$ cat config.mk
export PLATFORM = sky130hd
export DESIGN_NAME = fwrl_ctrl
export DESIGN_NICKNAME = d
export VERILOG_FILES = /design/src/fwrl_pkg.sv /design/src/fwrl_ctrl.sv
export SDC_FILE = /design/constraint.sdc
export NUM_CORES = 1
export LEC_CHECK = 0
export ABC_AREA = 1
export BUFFER_PORTS_ARGS = -buffer_cell sky130_fd_sc_hd__buf_2
export CORE_AREA = 4 4 41 43
export CTS_CLUSTER_SIZE = 8
export DETAILED_ROUTE_END_ITERATION = 16
export DIE_AREA = 0 0 45 47
export PLACE_DENSITY = 0.51
export RECOVER_POWER = 50
export SETUP_SLACK_MARGIN = 0.1
export SLEW_MARGIN = 0
export SYNTH_ARGS = -nofsm -noshare
export SYNTH_HDL_FRONTEND = slang
export SYNTH_SLANG_ARGS = --single-unit
export TNS_END_PERCENT = 30
$ cat constraint.sdc
create_clock -name clock -period 1.38 [get_ports clock]
set_input_delay 0.276 -clock clock [delete_from_list [all_inputs] [get_ports clock]]
set_output_delay 0.276 -clock clock [all_outputs]
set_load 0.005 [all_outputs]
$ cat src/fwrl_pkg.sv
// ----------------------------------------------------------------------------
// Fixed-window rate limiter package
// Shared constants, codes, types and control structs of the limiter.
// ----------------------------------------------------------------------------
package fwrl_pkg;

   localparam int CLIENTS       = 16;
   localparam int LIMITED_SLOTS = 4;
   localparam int TABLE_DEPTH   = CLIENTS * LIMITED_SLOTS;
   localparam int IDX_W         = $clog2(TABLE_DEPTH);
   localparam int SLOT_IDX_W    = (LIMITED_SLOTS > 1) ? $clog2(LIMITED_SLOTS) : 1;

   localparam int TIME_W  = 32;
   localparam int CNT_W   = 16;
   localparam int REC_W   = TIME_W + CNT_W;
   localparam int STAT_W  = 32;
   localparam int ACT_W   = 7;

   localparam logic [TIME_W-1:0] CLEANUP_PERIOD_MS = 32'd60000;
   localparam logic [TIME_W-1:0] RECORD_MAX_AGE_MS = 32'd60000;

   // Item codes on the mode field.
   localparam int MODE_W = 2;
   localparam logic [MODE_W-1:0] MODE_REQUEST      = 2'd0;
   localparam logic [MODE_W-1:0] MODE_CLEANUP      = 2'd1;
   localparam logic [MODE_W-1:0] MODE_CLIENT_RESET = 2'd2;

   localparam int CLIENT_W = 4;
   localparam int SLOT_W   = 3;

   // Configuration port: even index is the request maximum, odd index the window.
   localparam int CSR_IDX_W  = 3;
   localparam int CSR_DATA_W = 16;
   localparam int CFG_REGS   = 2 * LIMITED_SLOTS;
   localparam logic CSR_SEL_MAX    = 1'b0;
   localparam logic CSR_SEL_WINDOW = 1'b1;

   typedef logic [CNT_W-1:0] slot_word_type [LIMITED_SLOTS];

   localparam slot_word_type MAX_REQ_RESET = '{16'd10, 16'd5, 16'd3, 16'd10};
   localparam slot_word_type WINDOW_RESET  = '{16'd10000, 16'd30000, 16'd60000, 16'd30000};

   typedef enum logic [2:0] {
      ST_IDLE,
      ST_REQ,
      ST_CLN_RD,
      ST_CLN_EVAL,
      ST_CLR,
      ST_DONE
   } state_type;

   typedef struct packed {
      logic load_item;
      logic rd_en;
      logic rd_sweep;
      logic req_commit;
      logic clean_start;
      logic clean_eval;
      logic client_clear;
      logic out_load;
   } cmd_type;

   typedef struct packed {
      logic in_cleanup_due;
      logic sweep_last;
   } status_type;

endpackage

$ cat src/fwrl_ctrl.sv
// ----------------------------------------------------------------------------
// Rate limiter controller
// Sequences request updates, cleanup sweeps and client resets, and owns the
// result valid flag.
// ----------------------------------------------------------------------------
module fwrl_ctrl (
   input  logic                        clock,
   input  logic                        reset,
   input  logic                        req_valid,
   output logic                        req_ready,
   input  logic [fwrl_pkg::MODE_W-1:0] req_mode,
   output logic                        rsp_valid,
   input  logic                        rsp_ready,
   input  fwrl_pkg::status_type        status,
   output fwrl_pkg::cmd_type           cmd
);

   fwrl_pkg::state_type state_ff, state_in;
   logic rsp_valid_ff, rsp_valid_in;
   logic out_free;
   logic req_xfer;

   assign out_free = !rsp_valid_ff || rsp_ready;
   assign req_xfer = req_valid && req_ready;

   always_ff @(posedge clock) begin
      if (reset) begin
         state_ff     <= fwrl_pkg::ST_IDLE;
         rsp_valid_ff <= 1'b0;
      end else begin
         state_ff     <= state_in;
         rsp_valid_ff <= rsp_valid_in;
      end
   end

   always_comb begin
      state_in  = state_ff;
      cmd       = '0;
      req_ready = 1'b0;
      unique case (state_ff)
         fwrl_pkg::ST_IDLE: begin
            req_ready = 1'b1;
            if (req_valid) begin
               cmd.load_item = 1'b1;
               cmd.rd_en     = 1'b1;
               priority case (req_mode)
                  fwrl_pkg::MODE_REQUEST: begin
                     state_in = fwrl_pkg::ST_REQ;
                  end
                  fwrl_pkg::MODE_CLEANUP: begin
                     if (status.in_cleanup_due) begin
                        cmd.clean_start = 1'b1;
                        state_in        = fwrl_pkg::ST_CLN_RD;
                     end else begin
                        state_in = fwrl_pkg::ST_DONE;
                     end
                  end
                  fwrl_pkg::MODE_CLIENT_RESET: begin
                     state_in = fwrl_pkg::ST_CLR;
                  end
                  default: begin
                     state_in = fwrl_pkg::ST_DONE;
                  end
               endcase
            end
         end
         fwrl_pkg::ST_REQ: begin
            if (out_free) begin
               cmd.req_commit = 1'b1;
               cmd.out_load   = 1'b1;
               state_in       = fwrl_pkg::ST_IDLE;
            end
         end
         fwrl_pkg::ST_CLN_RD: begin
            cmd.rd_en    = 1'b1;
            cmd.rd_sweep = 1'b1;
            state_in     = fwrl_pkg::ST_CLN_EVAL;
         end
         fwrl_pkg::ST_CLN_EVAL: begin
            cmd.clean_eval = 1'b1;
            state_in = status.sweep_last ? fwrl_pkg::ST_DONE : fwrl_pkg::ST_CLN_RD;
         end
         fwrl_pkg::ST_CLR: begin
            cmd.client_clear = 1'b1;
            state_in         = fwrl_pkg::ST_DONE;
         end
         fwrl_pkg::ST_DONE: begin
            if (out_free) begin
               cmd.out_load = 1'b1;
               state_in     = fwrl_pkg::ST_IDLE;
            end
         end
         default: begin
            state_in = fwrl_pkg::ST_IDLE;
         end
      endcase
   end

   always_comb begin
      if (cmd.out_load) begin
         rsp_valid_in = 1'b1;
      end else if (rsp_ready) begin
         rsp_valid_in = 1'b0;
      end else begin
         rsp_valid_in = rsp_valid_ff;
      end
   end

   assign rsp_valid = rsp_valid_ff;

   // A new result never overwrites one that has not been transferred.
   a_no_overwrite: assert property (@(posedge clock) disable iff (reset)
      cmd.out_load |-> (!rsp_valid_ff || rsp_ready))
      else $error("result register overwritten before transfer");

   // With the result register empty, a request result follows ST_REQ without a stall.
   a_req_latency: assert property (@(posedge clock) disable iff (reset)
      (req_xfer && req_mode == fwrl_pkg::MODE_REQUEST && !rsp_valid_ff) |=> ##1 rsp_valid_ff)
      else $error("request result late");

   // Table commands are never issued while a new item is being taken.
   a_cmd_exclusive: assert property (@(posedge clock) disable iff (reset)
      req_xfer |-> !(cmd.req_commit || cmd.clean_eval || cmd.client_clear))
      else $error("table update overlaps item acceptance");

endmodule

# After elaboration in Yosys (flattened, before gate mapping)
# Cells that the tools add are included.
# Widths: inputs -> output; s select.
dict set report word_totals {
  wordCells 40
  input_bits 8
  regBits 4
  out_inout_bits 10
}
dict set report classes {
  reduce_logical 7
  n_eq_ne 9
  n_mux 22
}
# cell n
set ops {}
lappend ops {{$pmux 3 s5} 1}
lappend ops {{$mux 1} 14}
lappend ops {{$mux 3} 4}
lappend ops {{$pmux 3 s3} 1}
lappend ops {{$eq 3x2->1 const B} 2}
lappend ops {{$eq 3x3->1 const B} 2}
lappend ops {{$eq 3x1->1 const B} 1}
lappend ops {{$logic_not 3->1} 1}
lappend ops {{$eq 2x1->1 const B} 1}
lappend ops {{$eq 2x2->1 const B} 1}
lappend ops {{$logic_not 2->1} 1}
lappend ops {{$mux 2} 1}
lappend ops {{$ne 2x1->1 const B} 1}
lappend ops {{$ne 2x2->1 const B} 1}
lappend ops {{$pmux 1 s2} 1}
lappend ops {{$reduce_and 2->1} 1}
lappend ops {{$reduce_bool 2->1} 1}
lappend ops {{$reduce_or 2->1} 1}
lappend ops {{$logic_not 1->1} 1}
lappend ops {{$logic_or 1x1->1} 1}

# Depth between registers and ports, before layout
dict set report logic_depth {
  depth_word 5
  mapped_depth 7
  depth_no_buf 7
}

# Least setup slack after synthesis
# No wires, ideal clock.
dict set report synth_timing {
  path_kind {register to output}
  start {register state_ff[0]}
  end {output cmd[0] (netlist bit)}
  slack_ns 0.292
  path_stages_with_launch 6
  t_required_ns 1.104
  path_buffers 1
  arrival_time_ns 0.812
  path_cell_list {dfxtp_1 inv_2 nor2_4 inv_1 nor2_1 buf_4}
}
# item line
set synth_rtl {}
lappend synth_rtl {{from (decl)} fwrl_ctrl.sv:18} ;# fwrl_pkg::state_type state_ff, state_in;
lappend synth_rtl {{from (signal assigned)} fwrl_ctrl.sv:28} ;# state_ff <= fwrl_pkg::ST_IDLE;
lappend synth_rtl {{from (signal assigned)} fwrl_ctrl.sv:31} ;# state_ff <= state_in;
lappend synth_rtl {{to (decl)} fwrl_ctrl.sv:15} ;# output fwrl_pkg::cmd_type cmd

==> out/metrics.cfg <==
[global_routing]
antenna_found_initial = 0
grt_pass1_wl_um = 1350
grtUsageTotal_pct = 8.69
first_global_vias = 352
grt_max_degree = 6
overflow = 0

[final_layout]
fillers = 149
final_common_cell = buf_2
diodes = 0
final_nets = 83
area_growth_pct = 53.4
final_layout_size_suffix_gt1_share_pct = 64.4
fin_util_pct = 41.2
final_cell_mix = buf_2 (17), inv_1 (6), nor2_1 (6), nand2_1 (5)

[worst_hold_path]
min_path_type = in2reg

[logic_synthesis]
synth.yosys.seq_area_share_pct = 22.9
syn_area_sq_um = 349
synth-warning-count = 0
synthesis.nets = 58
post_synth_num_cell_types = 22
ys_ff_latch = 4
syn-instance-count = 50
avgSynthCellArea_sq_um = 6.98

[sta]
skew_ps = 2.17
setup_viol = 0
timing.final.crit_share_pct = 94.8
worst_pin_slew_ps = 166
timing.fmax_mhz = 764
timing_hold_violations_final = 0
holdWs_ps = 249
slew_violations = 0
slew_headroom_pct = 88.9
period_needed_ps = 1310
rsz0062_at_grt = yes

[worst_setup_path]
r2r-end = state_ff[2]$_SDFFE_PP0P_
worst-path-max-fanout = 5
worstSetupPathDepth = 4
critPathSlowestCell = dfxtp_4
cp-end-kind = output pin
worstPathArrival_ps = 1030
crit_chain = nor2_4, nand2_4, nor3_4, buf_2
rrSetupSlack_ps = 230
reg2reg_from = state_ff[0]$_SDFFE_PP0P_
critPathKind = reg2out
crit_buf_inv = 1
endpoint = cmd[3]
critical_path_required_ps = 1100
worstRegToRegCells = 7
cp_slowest_stage_delay_ps = 350
worst_setup_path_start_kind = flip-flop
crit_start = state_ff[0]$_SDFFE_PP0P_
cp_top_family = flip-flops

[drt]
detail-route-antenna-nets = 0
initialDrtViolationCount = 0
vias = 388
avgRoutedWirePerCell_um = 9.36
remaining_drc_errors = 0
vias_per_cell = 4.41
first_pass_iters = 1
totalWireLength_um = 824

[run_status]
status = finished, final reports clean

[placed_design]
gp_congestion = 0.772
io_buffers = 17
hpwlAfterDp_um = 671

[floorplanning]
core_sq_mm = 0.00130
num_rows = 13
die_w_um = 45
initial_core_util_pct = 26.8
die_area_sq_mm = 0.00212
die-height_um = 47
pin_count = 18

[clock_tree]
cts_tree = built
clkTransAtPathRegs_ps = 40
cts_htree_levels = 1
cts_buffers = 3
root_buffer = clkbuf_4
worstSkewPairLatency_ps = 230
postCtsHoldBufs = 0
cts_sinks = 4
cts_buffer_depth = 2

[pwr]
power_frac_clock_pct = 19.5
power.density_mw_per_mm2 = 1370
total_leakage_power_nw = 0.292
switchingPower_w = 0.000301
ir_drop_uv = 660
seqPwrFrac_pct = 22.4
p_comb_share_pct = 58.1
switching_share_pct = 41.1
intPower_w = 0.000431

[flow_run]
max_cap_viol_count = 0

## state kept, by name (all words and copies together) (netlist names)
register   count
rsp_valid      1
state_ff       3
## metal layers
layer	part of all wire, %	track usage, %	vias up	wire length [um]
li1	-	-	205	-
met1	41	10.2	169	339
met2	50	13.6	12	410
met3	7.3	1.92	2	60
met4	1.7	7.02	0	14
met5	0	0	-	0
## worst min path at each step
stage          slack, ps  start  depth (start not counted)                       end
5_1_grt              250  reset                          2  state_ff[2]$_SDFFE_PP0P_
3_3_place_gp         480  reset                          2  state_ff[2]$_SDFFE_PP0P_
6_report             250  reset                          2  state_ff[2]$_SDFFE_PP0P_
2_1_floorplan        340  reset                          1  state_ff[2]$_SDFFE_PP0P_
4_1_cts              240  reset                          2  state_ff[2]$_SDFFE_PP0P_
3_5_place_dp         490  reset                          2  state_ff[2]$_SDFFE_PP0P_
## repair_timing
item / in CTS / in global routing
pin swaps: 3 / 2
buffers inserted: 2 / 1
cloned: 0 / 0
endpoints found under the setup margin: 9 / 9
gates resized for setup: 5 / 6
## cells in the mapped netlist, drive strengths merged
| library cell | count | area, sq um |
|---|---|---|
| nand3 | 1 | 10.0 |
| nand4 | 1 | 6.26 |
| buf | 1 | 7.51 |
| o21ai | 2 | 25.0 |
| inv | 10 | 37.5 |
| nor2 | 10 | 66.3 |
| a21oi | 4 | 23.8 |
| clkinv | 1 | 5.00 |
| dfxtp | 4 | 80.1 |
| nor3 | 3 | 15.0 |
| o21a | 1 | 7.51 |
| o22ai | 1 | 6.26 |
| a31oi | 1 | 6.26 |
| nand2 | 10 | 52.6 |
## logic make-up (layout without fill, tap and decap cells)
kind of cell / Yosys count / after routing / synth area share [%]
AOI/OAI and AO/OA: 9 / 9 / 19.7
and+or+nand+nor: 25 / 25 / 43.0
DFF: 4 / 4 / 22.9
buffers and inverters: 12 / 35 / 14.3
## power groups by stage
stage	sequential [W]	clock, W	combinational [W]
after detailed placement	0.000165	0	0.000349
final	0.000164	0.000143	0.000426
after global placement	0.000164	0	0.000352
after CTS	0.000164	0.000147	0.000395
after floorplan	0.000167	0	0.000241
after global routing	0.000169	0.000157	0.000470
## area by class of cell
cell class	instances	area (sq um)	area share, %
Clock buffer	3	22.5	4.21
Timing Repair Buffer	21	115	21.5
Inverter	11	42.5	7.94
Sequential cell	4	87.6	16.4
Multi-Input combinational cell	34	249	46.5
Tap cell	15	18.8	3.50
## metrics by stage
stage                     setup WS, ps  instance area (sq um)  cells  TNS (ps)  total power (W)
after global routing            -0.836                    536     88    -0.836         0.000795
final                             71.8                    536     88         0         0.000733
after detailed placement           162                    453     82         0         0.000514
after floorplan                    292                    349     50         0         0.000408
after global placement             163                    453     82         0         0.000516
after CTS                         37.4                    505     87         0         0.000707
No activity file was read; power rests on OpenSTA's default activity.
